==> src/sv/http_start_line_host_field_tagger_assert.svh <==
// Assertion macros shared by the tagger modules.
// Included by the queue and back modules; needs no package.
`ifndef HTTP_START_LINE_HOST_FIELD_TAGGER_ASSERT_SVH
`define HTTP_START_LINE_HOST_FIELD_TAGGER_ASSERT_SVH
// Implication checked on every clock edge outside reset.
`define HT_ASSERT_IMP(lbl, a, c) \
  lbl: assert property (@(posedge clk) disable iff (!rst_n) (a) |-> (c)) \
    else $error("assertion failed");
// Next-cycle implication checked outside reset.
`define HT_ASSERT_NEXT(lbl, a, c) \
  lbl: assert property (@(posedge clk) disable iff (!rst_n) (a) |=> (c)) \
    else $error("assertion failed");
`endif

==> src/sv/hst_pkg.sv <==
// Shared types and constants of the HTTP start line and Host field tagger.
// No dependencies.
`default_nettype none
package hst_pkg;
  localparam int FirstLineMax = 200;
  localparam int HostMax      = 127;
  localparam int ReasonMax    = 56;

  typedef enum logic [3:0] {
    PH_PREFIX, PH_URI_SKIP, PH_URI, PH_VER_WS, PH_VER_TOK, PH_CODE_WS,
    PH_SIGN, PH_DIGITS, PH_REASON_WS, PH_REASON, PH_DONE
  } fl_phase_t;

  typedef enum logic [2:0] {
    HP_MATCH, HP_SKIP_ST, HP_WINDOW, HP_FOUND, HP_SKIP_LINE, HP_CLOSED
  } host_phase_t;

  localparam logic [1:0] ROLE_NONE   = 2'd0;
  localparam logic [1:0] ROLE_URI    = 2'd1;
  localparam logic [1:0] ROLE_REASON = 2'd2;
  localparam logic [1:0] ROLE_HOST   = 2'd3;

  // Per-byte classification passed from the front to the back.
  typedef struct packed {
    logic [7:0] b;
    logic       last;
    logic       first_line_active;  // byte goes to the first line parser
    logic       is_nl;
    logic       is_ws;
    logic       is_digit;
    logic [7:0] folded;
    logic [7:0] line_offset;
    logic       rep_ok;             // newline seen and length at least 4
    logic [15:0] pkt_len;
  } cls_t;

  function automatic logic [7:0] prefix_char(input logic [2:0] k, input logic [2:0] i);
    logic [63:0] s;
    case (k)
      3'd0: s = "get     ";
      3'd1: s = "post    ";
      3'd2: s = "put     ";
      3'd3: s = "delete  ";
      3'd4: s = "head    ";
      3'd5: s = "options ";
      default: s = "HTTP/   ";
    endcase
    return s[8*(7-i) +: 8];
  endfunction

  function automatic logic [3:0] prefix_len(input logic [2:0] k);
    case (k)
      3'd0: return 4'd4;
      3'd1: return 4'd5;
      3'd2: return 4'd4;
      3'd3: return 4'd7;
      3'd4: return 4'd5;
      3'd5: return 4'd8;
      default: return 4'd5;
    endcase
  endfunction

  function automatic logic [7:0] host_char(input logic [2:0] i);
    logic [39:0] s;
    s = "host:";
    return s[8*(4-i) +: 8];
  endfunction
endpackage
`default_nettype wire

==> src/sv/hst_front.sv <==
// Front end: accepts bytes, counts position and line offset, classifies.
// Uses hst_pkg.
`default_nettype none
module hst_front (
  input  wire logic          clk,
  input  wire logic          rst_n,
  input  wire logic          in_valid,
  output logic               in_ready,
  input  wire logic [7:0]    in_payload_byte,
  input  wire logic          in_end_of_packet,
  output logic               q_valid,
  input  wire logic          q_ready,
  output hst_pkg::cls_t      q_data
);
  logic [15:0] pos_r, pos_nxt;
  logic [7:0]  off_r, off_nxt;
  logic        nl_r, nl_nxt;
  logic        acc;
  logic [7:0]  b;

  assign in_ready = q_ready;
  assign q_valid  = in_valid;
  assign acc      = in_valid && q_ready;
  assign b        = in_payload_byte;

  always_comb begin
    pos_nxt = (pos_r != 16'hFFFF) ? pos_r + 16'd1 : pos_r;
    nl_nxt  = nl_r || (b == 8'h0A);
    off_nxt = (!nl_r && off_r != 8'hFF) ? off_r + 8'd1 : off_r;
    q_data.b = b;
    q_data.last = in_end_of_packet;
    q_data.first_line_active = !nl_r && b != 8'h0A;
    q_data.is_nl = b == 8'h0A;
    q_data.is_ws = b == 8'h20 || (b >= 8'h09 && b <= 8'h0D);
    q_data.is_digit = b >= 8'h30 && b <= 8'h39;
    q_data.folded = (b >= 8'h41 && b <= 8'h5A) ? b + 8'h20 : b;
    q_data.line_offset = off_r;
    q_data.rep_ok = nl_nxt && pos_nxt >= 16'd4;
    q_data.pkt_len = pos_nxt;
  end

  always_ff @(posedge clk) begin
    if (!rst_n) begin
      pos_r <= '0;
      off_r <= '0;
      nl_r  <= 1'b0;
    end else if (acc) begin
      if (in_end_of_packet) begin
        pos_r <= '0;
        off_r <= '0;
        nl_r  <= 1'b0;
      end else begin
        pos_r <= pos_nxt;
        off_r <= off_nxt;
        nl_r  <= nl_nxt;
      end
    end
  end
endmodule
`default_nettype wire

==> src/sv/hst_queue.sv <==
// Two-entry queue between front and back; full throughput, registered outputs.
// Uses hst_pkg and the assertion macros.
`default_nettype none
`include "http_start_line_host_field_tagger_assert.svh"
module hst_queue (
  input  wire logic          clk,
  input  wire logic          rst_n,
  input  wire logic          wr_valid,
  output logic               wr_ready,
  input  wire hst_pkg::cls_t wr_data,
  output logic               rd_valid,
  input  wire logic          rd_ready,
  output hst_pkg::cls_t      rd_data
);
  hst_pkg::cls_t mem_r [2];
  logic       wp_r, rp_r;
  logic [1:0] cnt_r;
  logic       wr, rd;

  assign wr_ready = cnt_r != 2'd2;
  assign rd_valid = cnt_r != 2'd0;
  assign rd_data  = mem_r[rp_r];
  assign wr = wr_valid && wr_ready;
  assign rd = rd_valid && rd_ready;

  always_ff @(posedge clk) begin
    if (wr) mem_r[wp_r] <= wr_data;
  end

  always_ff @(posedge clk) begin
    if (!rst_n) begin
      wp_r <= 1'b0;
      rp_r <= 1'b0;
      cnt_r <= '0;
    end else begin
      if (wr) wp_r <= !wp_r;
      if (rd) rp_r <= !rp_r;
      cnt_r <= cnt_r + {1'b0, wr} - {1'b0, rd};
    end
  end

  `HT_ASSERT_IMP(a_cnt_range, 1'b1, cnt_r != 2'd3)
  `HT_ASSERT_IMP(a_ptr_match, cnt_r == 2'd0 || cnt_r == 2'd2, wp_r == rp_r)
  `HT_ASSERT_NEXT(a_full_next, cnt_r == 2'd2 && !rd, cnt_r == 2'd2)
endmodule
`default_nettype wire

==> src/sv/hst_back.sv <==
// Back end: first line and Host line parsers, output register.
// Uses hst_pkg and the assertion macros.
`default_nettype none
`include "http_start_line_host_field_tagger_assert.svh"
module hst_back (
  input  wire logic          clk,
  input  wire logic          rst_n,
  input  wire logic          q_valid,
  output logic               q_ready,
  input  wire hst_pkg::cls_t q_data,
  output logic               out_valid,
  input  wire logic          out_ready,
  output logic [1:0]         out_byte_role,
  output logic [7:0]         out_echo_byte,
  output logic               out_summary_valid,
  output logic               out_reported,
  output logic [2:0]         out_method_code,
  output logic               out_status_present,
  output logic [9:0]         out_status_code,
  output logic [7:0]         out_uri_length,
  output logic [5:0]         out_reason_length,
  output logic [6:0]         out_host_length,
  output logic [15:0]        out_packet_length
);
  hst_pkg::fl_phase_t   ph_r, ph_nxt;
  hst_pkg::host_phase_t hp_r, hp_nxt;
  logic [6:0] cand_r, cand_nxt;
  logic [9:0] code_r, code_nxt;
  logic       neg_r, neg_nxt, seen_r, seen_nxt;
  logic [7:0] uri_r, uri_nxt;
  logic [5:0] rsn_r, rsn_nxt;
  logic [2:0] meth_r, meth_nxt;
  logic [7:0] kept_r, kept_nxt, pend_r, pend_nxt, win_r, win_nxt;
  logic [1:0] frole, hrole;
  logic       acc, take, reason_go, win_go, hit;
  logic [7:0] b;
  logic [13:0] prod;
  logic [7:0] want, got;
  logic [2:0] off3;

  assign take = !out_valid || out_ready;
  assign q_ready = take;
  assign acc = q_valid && take;
  assign b = q_data.b;

  // First line parser.
  always_comb begin
    ph_nxt = ph_r; cand_nxt = cand_r; code_nxt = code_r; neg_nxt = neg_r;
    seen_nxt = seen_r; uri_nxt = uri_r; rsn_nxt = rsn_r; meth_nxt = meth_r;
    frole = hst_pkg::ROLE_NONE; reason_go = 1'b0; hit = 1'b0;
    off3 = q_data.line_offset[2:0];
    prod = '0; want = '0; got = '0;
    if (q_data.is_nl && !q_data.first_line_active && ph_r != hst_pkg::PH_DONE
        && q_data.line_offset != 8'hFF) begin
      ph_nxt = hst_pkg::PH_DONE;
    end
    if (q_data.is_nl) begin
      ph_nxt = hst_pkg::PH_DONE;
    end else if (q_data.first_line_active && ph_r != hst_pkg::PH_DONE) begin
      if (q_data.line_offset >= 8'(hst_pkg::FirstLineMax) || b == 8'h00) begin
        ph_nxt = hst_pkg::PH_DONE;
      end else begin
        case (ph_r)
          hst_pkg::PH_PREFIX: begin
            cand_nxt = '0;
            // Candidates are checked in order; the first full match wins.
            for (int k = 0; k < 7; k++) begin
              want = hst_pkg::prefix_char(3'(k), off3);
              got = (k < 6) ? q_data.folded : b;
              if (!hit && cand_r[k] && q_data.line_offset < 8'(hst_pkg::prefix_len(3'(k)))
                  && got == want) begin
                if (q_data.line_offset + 8'd1 == 8'(hst_pkg::prefix_len(3'(k)))) begin
                  hit = 1'b1;
                  if (k < 6) begin
                    meth_nxt = 3'(k + 1);
                    ph_nxt = hst_pkg::PH_URI_SKIP;
                  end else begin
                    ph_nxt = hst_pkg::PH_VER_WS;
                  end
                end else begin
                  cand_nxt[k] = 1'b1;
                end
              end
            end
            if (hit) cand_nxt = cand_r;
            else if (cand_nxt == '0) ph_nxt = hst_pkg::PH_DONE;
          end
          hst_pkg::PH_URI_SKIP: begin
            if (b != 8'h20) begin
              ph_nxt = hst_pkg::PH_URI; uri_nxt = uri_r + 8'd1;
              frole = hst_pkg::ROLE_URI;
            end
          end
          hst_pkg::PH_URI: begin
            if (b == 8'h20) ph_nxt = hst_pkg::PH_DONE;
            else begin
              uri_nxt = uri_r + 8'd1; frole = hst_pkg::ROLE_URI;
            end
          end
          hst_pkg::PH_VER_WS: if (!q_data.is_ws) ph_nxt = hst_pkg::PH_VER_TOK;
          hst_pkg::PH_VER_TOK: if (q_data.is_ws) ph_nxt = hst_pkg::PH_CODE_WS;
          hst_pkg::PH_CODE_WS, hst_pkg::PH_SIGN: begin
            if (ph_r == hst_pkg::PH_CODE_WS && q_data.is_ws) begin
              ph_nxt = ph_r;
            end else if (ph_r == hst_pkg::PH_CODE_WS && (b == 8'h2B || b == 8'h2D)) begin
              neg_nxt = b == 8'h2D; ph_nxt = hst_pkg::PH_SIGN;
            end else if (!q_data.is_digit) begin
              ph_nxt = hst_pkg::PH_DONE;
            end else begin
              seen_nxt = 1'b1; code_nxt = {6'd0, b[3:0]};
              ph_nxt = hst_pkg::PH_DIGITS;
            end
          end
          hst_pkg::PH_DIGITS: begin
            if (q_data.is_digit) begin
              prod = 14'(code_r) * 14'd10 + 14'(b[3:0]);
              code_nxt = (prod > 14'd999) ? 10'd999 : prod[9:0];
            end else if (q_data.is_ws) ph_nxt = hst_pkg::PH_REASON_WS;
            else reason_go = 1'b1;
          end
          hst_pkg::PH_REASON_WS: if (!q_data.is_ws) reason_go = 1'b1;
          hst_pkg::PH_REASON: reason_go = 1'b1;
          default: ph_nxt = ph_r;
        endcase
        if (reason_go) begin
          if (b == 8'h0D) ph_nxt = hst_pkg::PH_DONE;
          else begin
            ph_nxt = hst_pkg::PH_REASON;
            if (rsn_r < 6'(hst_pkg::ReasonMax)) begin
              rsn_nxt = rsn_r + 6'd1; frole = hst_pkg::ROLE_REASON;
            end
          end
        end
      end
    end
  end

  // Host line parser.
  always_comb begin
    hp_nxt = hp_r; kept_nxt = kept_r; pend_nxt = pend_r; win_nxt = win_r;
    hrole = hst_pkg::ROLE_NONE; win_go = 1'b0;
    if (hp_r != hst_pkg::HP_FOUND) begin
      if (q_data.is_nl) begin
        if (hp_r == hst_pkg::HP_SKIP_ST || hp_r == hst_pkg::HP_WINDOW ||
            hp_r == hst_pkg::HP_CLOSED) begin
          hp_nxt = hst_pkg::HP_FOUND;
        end else begin
          hp_nxt = hst_pkg::HP_MATCH; kept_nxt = '0; pend_nxt = '0; win_nxt = '0;
        end
      end else begin
        case (hp_r)
          hst_pkg::HP_MATCH: begin
            if (win_r < 8'd5 && q_data.folded == hst_pkg::host_char(win_r[2:0])) begin
              if (win_r == 8'd4) begin
                win_nxt = '0; hp_nxt = hst_pkg::HP_SKIP_ST;
              end else win_nxt = win_r + 8'd1;
            end else hp_nxt = hst_pkg::HP_SKIP_LINE;
          end
          hst_pkg::HP_SKIP_ST: if (b != 8'h20 && b != 8'h09) win_go = 1'b1;
          hst_pkg::HP_WINDOW: win_go = 1'b1;
          default: hp_nxt = hp_r;
        endcase
        if (win_go) begin
          hp_nxt = hst_pkg::HP_WINDOW;
          if (b == 8'h00) hp_nxt = hst_pkg::HP_CLOSED;
          else begin
            if (!(kept_r == 8'd0 && q_data.is_ws)) begin
              hrole = hst_pkg::ROLE_HOST;
              if (q_data.is_ws) pend_nxt = pend_r + 8'd1;
              else begin
                kept_nxt = kept_r + pend_r + 8'd1; pend_nxt = '0;
              end
            end
            win_nxt = win_r + 8'd1;
            if (win_r + 8'd1 >= 8'(hst_pkg::HostMax)) hp_nxt = hst_pkg::HP_CLOSED;
          end
        end
      end
    end
  end

  always_ff @(posedge clk) begin
    if (!rst_n || (acc && q_data.last)) begin
      ph_r <= hst_pkg::PH_PREFIX; hp_r <= hst_pkg::HP_MATCH;
      cand_r <= '1; code_r <= '0; neg_r <= 1'b0; seen_r <= 1'b0;
      uri_r <= '0; rsn_r <= '0; meth_r <= '0;
      kept_r <= '0; pend_r <= '0; win_r <= '0;
    end else if (acc) begin
      ph_r <= ph_nxt; hp_r <= hp_nxt; cand_r <= cand_nxt; code_r <= code_nxt;
      neg_r <= neg_nxt; seen_r <= seen_nxt; uri_r <= uri_nxt; rsn_r <= rsn_nxt;
      meth_r <= meth_nxt; kept_r <= kept_nxt; pend_r <= pend_nxt; win_r <= win_nxt;
    end
  end

  always_ff @(posedge clk) begin
    if (!rst_n) out_valid <= 1'b0;
    else if (take) out_valid <= q_valid;
  end

  always_ff @(posedge clk) begin
    if (acc) begin
      out_byte_role <= (hrole != hst_pkg::ROLE_NONE) ? hrole : frole;
      out_echo_byte <= b;
      out_summary_valid <= q_data.last;
      out_packet_length <= q_data.last ? q_data.pkt_len : 16'd0;
      out_reported <= q_data.last && q_data.rep_ok;
      if (q_data.last && q_data.rep_ok) begin
        out_method_code <= meth_nxt;
        out_status_present <= seen_nxt;
        out_status_code <= (seen_nxt && !neg_nxt) ? code_nxt : 10'd0;
        out_uri_length <= uri_nxt;
        out_reason_length <= rsn_nxt;
        out_host_length <= (hp_nxt == hst_pkg::HP_FOUND) ? kept_nxt[6:0] : 7'd0;
      end else begin
        out_method_code <= '0; out_status_present <= 1'b0; out_status_code <= '0;
        out_uri_length <= '0; out_reason_length <= '0; out_host_length <= '0;
      end
    end
  end

  `HT_ASSERT_NEXT(a_stall_hold, out_valid && !out_ready, out_valid)
  `HT_ASSERT_IMP(a_rsn_cap, 1'b1, rsn_r <= 6'(hst_pkg::ReasonMax))
  `HT_ASSERT_IMP(a_meth_uri, uri_r != 8'd0, meth_r != 3'd0)
endmodule
`default_nettype wire

==> src/sv/http_start_line_host_field_tagger.sv <==
// HTTP start line and Host field tagger.
// Channels: in_ (payload byte plus end-of-packet flag) and out_ (one result
// word per input word), both valid/ready.
// A front stage counts bytes and classifies each one, a two-word queue
// decouples it from the back stage, which runs the first line and Host line
// parsers and holds the registered result word.
// Path: a word accepted at the input is written into the queue, then moved
// from the queue into the result register that drives out_valid.
// Throughput: one word per cycle while out_ready stays high, set by the
// parser update in the back stage.
// Each word gets a role tag (URI, reason or host) and the echoed byte; the
// final word of a packet carries the summary fields.
// Reset clears all parser state, the queue and the output valid; parser
// state is cleared again after every final word.
// When the receiver stalls, the result word holds, the queue fills, and
// in_ready drops once both queue entries are taken.
// Uses hst_pkg and the front, queue and back modules.
`default_nettype none
module http_start_line_host_field_tagger (
  input  wire logic        clk,
  input  wire logic        rst_n,
  input  wire logic        in_valid,
  output logic             in_ready,
  input  wire logic [7:0]  in_payload_byte,
  input  wire logic        in_end_of_packet,
  output logic             out_valid,
  input  wire logic        out_ready,
  output logic [1:0]       out_byte_role,
  output logic [7:0]       out_echo_byte,
  output logic             out_summary_valid,
  output logic             out_reported,
  output logic [2:0]       out_method_code,
  output logic             out_status_present,
  output logic [9:0]       out_status_code,
  output logic [7:0]       out_uri_length,
  output logic [5:0]       out_reason_length,
  output logic [6:0]       out_host_length,
  output logic [15:0]      out_packet_length
);
  hst_pkg::cls_t f_data, b_data;
  logic f_valid, f_ready, b_valid, b_ready;

  hst_front u_front (
    .clk, .rst_n, .in_valid, .in_ready, .in_payload_byte, .in_end_of_packet,
    .q_valid(f_valid), .q_ready(f_ready), .q_data(f_data)
  );

  hst_queue u_queue (
    .clk, .rst_n, .wr_valid(f_valid), .wr_ready(f_ready), .wr_data(f_data),
    .rd_valid(b_valid), .rd_ready(b_ready), .rd_data(b_data)
  );

  hst_back u_back (
    .clk, .rst_n, .q_valid(b_valid), .q_ready(b_ready), .q_data(b_data),
    .out_valid, .out_ready, .out_byte_role, .out_echo_byte, .out_summary_valid,
    .out_reported, .out_method_code, .out_status_present, .out_status_code,
    .out_uri_length, .out_reason_length, .out_host_length, .out_packet_length
  );
endmodule
`default_nettype wire

==> config.mk <==
export PLATFORM = sky130hd
export DESIGN_NAME = http_start_line_host_field_tagger
export DESIGN_NICKNAME = d
export VERILOG_FILES = /design/src/sv/hst_pkg.sv /design/src/sv/hst_front.sv /design/src/sv/hst_queue.sv /design/src/sv/hst_back.sv /design/src/sv/http_start_line_host_field_tagger.sv
export VERILOG_INCLUDE_DIRS = /design/src /design/src/sv
export SDC_FILE = /design/constraint.sdc
export NUM_CORES = 1
export LEC_CHECK = 0
export BUFFER_PORTS_ARGS = -buffer_cell sky130_fd_sc_hd__buf_2
export CORE_ASPECT_RATIO = 1.5
export CORE_UTILIZATION = 45
export CTS_CLUSTER_SIZE = 12
export DETAILED_ROUTE_END_ITERATION = 8
export GPL_ROUTABILITY_DRIVEN = 0
export PLACE_DENSITY = 0.65
export SLEW_MARGIN = 5
export SYNTH_ARGS = -nofsm -noshare
export SYNTH_HDL_FRONTEND = slang
export SYNTH_SLANG_ARGS = --single-unit
==> constraint.sdc <==
create_clock -name clk -period 6.7 [get_ports clk]
set_input_delay 0.335 -clock clk [delete_from_list [all_inputs] [get_ports clk]]
set_output_delay 0.335 -clock clk [all_outputs]
set_load 0.05 [all_outputs]
# Word level (Yosys, flattened, before mapping)
# Memory sizes are Yosys's and may differ from the RTL's. A register that Yosys moved wholly into a read port is not among the register bits.
# Index checks and enable logic that the tools add are counted.
# word_totals
mem_count,1
input_bits,13
word_cells,517
ramBits,92
regBits,160
# classes
mux,312
addsub,15
bitwise_logic,3
shifts,8
mul,1
n_reduce_logical,80
eq_ne,50
n_lt_le_gt_ge,16
# mem_list
memory,words,word_bits,rd,rd_ports_with_merged_regs,wr,line,rtl
u_queue.mem_r,2,46,1,1,1,hst_queue.sv:15,hst_pkg::cls_t mem_r [2];
# ops
op,count
$mux W64,28
$shiftx A64 B33 Y8,7
$mux W4,85
$mux W8,26
$mux W1,112
$mux W10,8
$mux W3,24
$eq A8 B8 Y1,8
$eq A8 B4 Y1,7
$add A8 B1 Y8 const B,6
$logic_and A1 B1 Y1,40
$shiftx A40 B33 Y8 const A,1
$mux W6,6
$eq A8 B6 Y1 const B,4
$lt A8 B4 Y1,4
$mux W16,2
$pmux W4 S8,1
$mux W2,14
$pmux W10 S2,1
$add A16 B1 Y16 const B,1
$eq A4 B3 Y1 const B,4
$eq A8 B4 Y1 const B,2
$ge A16 B3 Y1 const B,1
$ge A8 B7 Y1 const B,2
other kinds (52),91

# Logic depth before layout (Yosys ltp)
# depth
ltp_word,124
mapped_depth,21
mapped_depth_nobuf,14

# Hierarchy
# A second synthesis with hierarchy kept.
# unflattened
cells_unflattened,1505
hier_area_um2,14986.9
# modules_own_cells
module,n_inst,area_each_um2,cells_each
hst_back,1,9397.8,1091
hst_queue,1,3609.7,173
hst_front,1,1979.4,241

# Worst setup path before layout
# Ideal clock, no wire load.
# synth_path
path_type,register to register
start,reg u_back.out_valid
end,reg u_queue.cnt_r[1]
setup_ps,115
setup_slack_ps,2043
period_less_slack_ps,4657
arrival_ps,4542
path_buffers,3
path_stages_with_launch,13
cell_sequence,dfxtp_1 > nor2b_1 > or2_2 > clkbuf_1 > clkinv_1 > clkbuf_1 > clkbuf_1 > ha_1 > inv_1 > ha_1 > xnor2_1 > xnor2_1 > and2_1
# synth_via
elab_chain_cells,4
# synth_rtl
item,line,rtl
from (decl),hst_back.sv:11,"output logic out_valid,"
from (signal assigned),hst_back.sv:197,else if (take) out_valid <= q_valid;
$logic_not A1 Y1,hst_back.sv:41,assign take = !out_valid || out_ready;
$logic_or A1 B1 Y1,hst_back.sv:41,
$logic_and A1 B1 Y1,-,
net u_back.acc,hst_back.sv:35,"logic acc, take, reason_go, win_go, hit;"
$sub A2 B1 Y2,hst_queue.sv:38,"cnt_r <= cnt_r + {1'b0, wr} - {1'b0, rd};"
to (signal assigned),hst_queue.sv:38,
to (decl),hst_queue.sv:17,logic [1:0] cnt_r;
# The timed path passes the listed nets, and every way through them passes these cells.
# A chain may end at the register's enable or synchronous reset.

==> run metrics <==
status finished clean; 1st-pass router iterations 6; total power 0.00596 W; EDFF count, synth 145; CORE AREA 0.0310 mm2; Seq pwr share 0.357; switching power 0.00251 W; Comb power frac 0.398; Final nets 1582; Lkg Pwr 5.70 nW; CP Launch Type flip-flop; post-cts resize count 0; TritonCTS Buffers 26; Cells after DPL 1898; Clock Power Share 0.244; share of cells above drive strength 1 0.119; Worst R2R End u_back.cand_r[5]; # fillers 2885; via count 11587; Yosys top cell by area edfxtp_1; Synth Flop Type edfxtp_1; die width 147 um; H-tree Lvls 1; pin count of the biggest net entering global routing 74; Setup Buffers After CTS 0; CTS root buf clkbuf_16; Ant. Diodes 0; met2 global-route usage 0.416; worst setup path category reg -> reg; Netlist Area Pre-Place 0.0142 mm2; critical path required time 7.12 ns; Cell Pwr Density 379 mW/mm2; Max VDD drop 0.241 mV; R2R setup slack 2.05 ns; Fmax 215 MHz; met1 usage 0.249; WL/cell 18.6 um; grt ovf 0; Worst Clk Skew 0.0178 ns; minimum clock period 4.66 ns; post-synthesis cell type count 97; synthesized net count 1538; endpoints failing hold 0; drt first-iter violations 755; RSZ-0062 raised after global routing false; DP HPWL 26.3 mm; initial antenna violation count 0; Synth top area share 0.307; # rows 79; Hold Path Cell Cnt 1; setup_tns 0 ns; clk slew on worst S/H paths 0.07 ns; Hold Startpoint in_payload_byte[0]; Final Max Tran Viols 0; Die Y 219 um; Slew @ Worst Pin 1.17 ns; Worst-Skew Late Latency 0.56 ns; Max Cap Viol 0; Rel. slew slack 0.216; Worst Hold End u_queue.mem_r[1][38]; Seq cells post-synth 243; Worst EP arrival 5.08 ns; DRC errors left 0; Hold WC Path Type in -> reg; Crit Path Max Fanout 51; WL final 36.2 mm; Boundary Pins 78; met3 Use GR 0.0293; most heavily used metal layer in global routing met2; port bufs 77; Int Pwr 0.00344 W; sequential cell area fraction in the yosys report 0.446; final cycle utilization of the critical path 0.695; vias in the first global route 11205; final setup fails 0; Mapped Avg Cell Area 9.60 um2; CTS Buffer Depth 3; Sw Share 0.422; Via density 5.95; GRT Total Usage 0.225; first-pass GRT wire length 57.9 mm; # clock sinks 243; warnings from Yosys 0; Post-CTS Hold Fix Bufs 0; P&R area growth vs syn 10.7%; full die area 0.0322 mm2; non-filler cells, final 1946; Synth async-reset ratio 0; Synth area leaders edfxtp_1 31%, dfxtp_1 14%, nor2_1 4.4%; worst reg2reg path depth 13; Initial Utilization 0.457; Syn Inst Count 1477; post-route ant nets 0; CTS tree yes; crit end category flip-flop
## kinds of logic after synthesis
kind of cell,after synthesis,share of synthesized area
multiplexers,65,0.0483
buffers and inverters,117,0.0361
adder cells (fa/ha/maj),48,0.0440
AND/OR/NAND/NOR,569,0.209
XOR/XNOR,83,0.0513
flip-flops,243,0.446
AO/OA/AOI/OAI,352,0.165
## cell type report
| class | count | area [um2] | area share |
|---|---|---|---|
| tap | 405 | 507 | 0.0323 |
| sequential | 243 | 6320 | 0.403 |
| multi-input combinational | 1117 | 7370 | 0.470 |
| timing repair buffer | 88 | 468 | 0.0298 |
| clock buffer | 40 | 733 | 0.0467 |
| clock inverter | 8 | 128 | 0.00813 |
| inverter | 45 | 171 | 0.0109 |
## cell usage in the layout, fill, tap and decap left out, types with 17 or more instances in the layout
cell type | Yosys | routed
buf_2 | 10 | 77
a21oi_1 | 76 | 76
clkbuf_16 | 0 | 26
nand3_1 | 49 | 49
edfxtp_1 | 145 | 145
nand2_1 | 105 | 105
a31oi_1 | 17 | 17
dfxtp_1 | 98 | 97
a21o_1 | 21 | 21
nor4_1 | 19 | 19
mux2i_1 | 49 | 48
nand4_1 | 29 | 29
nor2_1 | 167 | 166
nand2b_1 | 18 | 18
xor2_1 | 36 | 36
ha_1 | 45 | 45
inv_1 | 40 | 40
nor2b_1 | 31 | 31
and2_1 | 18 | 18
o21ai_0 | 75 | 75
a22oi_1 | 33 | 33
nor3_1 | 34 | 34
xnor2_1 | 47 | 47
## Yosys cell counts, types with 12 or more instances
master    number
nand2_1      105
ha_1          45
inv_1         40
and3_1        13
nor3b_1       12
nand2b_1      18
a22oi_1       33
xor2_1        36
clkbuf_1      47
o21ai_0       75
a21o_1        21
dfxtp_1       98
nor4_1        19
nor3_1        34
xnor2_1       47
mux2i_1       49
a21oi_1       76
a31oi_1       17
and2_1        18
nor2b_1       31
edfxtp_1     145
nand3_1       49
nand4_1       29
nor2_1       167
## worst max-delay path, cell delays in order (launching register included)
cell,delay [ns]
dfxtp_4,0.74
mux2i_1,0.52
inv_1,0.17
ha_1,0.48
and3b_1,0.28
nor4b_1,0.24
o221ai_1,0.18
a21oi_1,0.36
nor4bb_1,0.57
a21oi_1,0.20
and2_4,0.23
nand4_2,0.24
mux2i_1,0.22
nand2_1,0.08
## worst max-delay path by stage
stage / start / to / slack [ns] / cells past startpoint
final: flip-flop / u_back.cand_r[5] / 2.05 / 13
after global routing: flip-flop / u_back.cand_r[5] / 1.67 / 13
after CTS: flip-flop / u_back.cand_r[5] / 2.08 / 13
after detailed placement: flip-flop / u_back.cand_r[3] / 2.11 / 13
after global placement: flip-flop / u_back.out_status_code[2] / 2.28 / 12
after floorplan: u_back.out_valid / u_queue.cnt_r[1] / 2.04 / 12
## power groups by stage
stage | logic, W | registers [W] | clock network [W]
floorplan | 0.00134 | 0.00260 | 0
global placement | 0.00233 | 0.00215 | 0
detailed placement | 0.00236 | 0.00216 | 0
CTS | 0.00237 | 0.00213 | 0.00149
global route | 0.00255 | 0.00216 | 0.00154
finish | 0.00237 | 0.00213 | 0.00146
## sequential cells by signal, summed over array words and instances, names as in the netlist, 10 cells and up, named ones only
signal / flops
u_queue.mem_r: 82
u_back.out_status_code: 10
u_front.pos_r: 16
u_back.out_packet_length: 16
u_back.code_r: 10
## layer usage
| layer | routed length [um] | share of wire |
|---|---|---|
| met1 | 14100 | 0.39 |
| met2 | 18800 | 0.52 |
| met3 | 1650 | 0.046 |
| met4 | 1700 | 0.047 |
| met5 | 0 | 0 |
## through the flow
stage | cell area (um2) | worst slack (ns) | hold WS (ns) | util
global route | 15700 | 1.67 | 0.0437 | 0.506
floorplan | 14200 | 2.04 | 0.434 | -
finish | 15700 | 2.05 | 0.0539 | 0.506
CTS | 15700 | 2.08 | 0.0338 | 0.506
global placement | 14800 | 2.28 | 0.462 | 0.478
detailed placement | 14800 | 2.11 | 0.469 | 0.478
No activity file was read; power rests on OpenSTA's default activity.
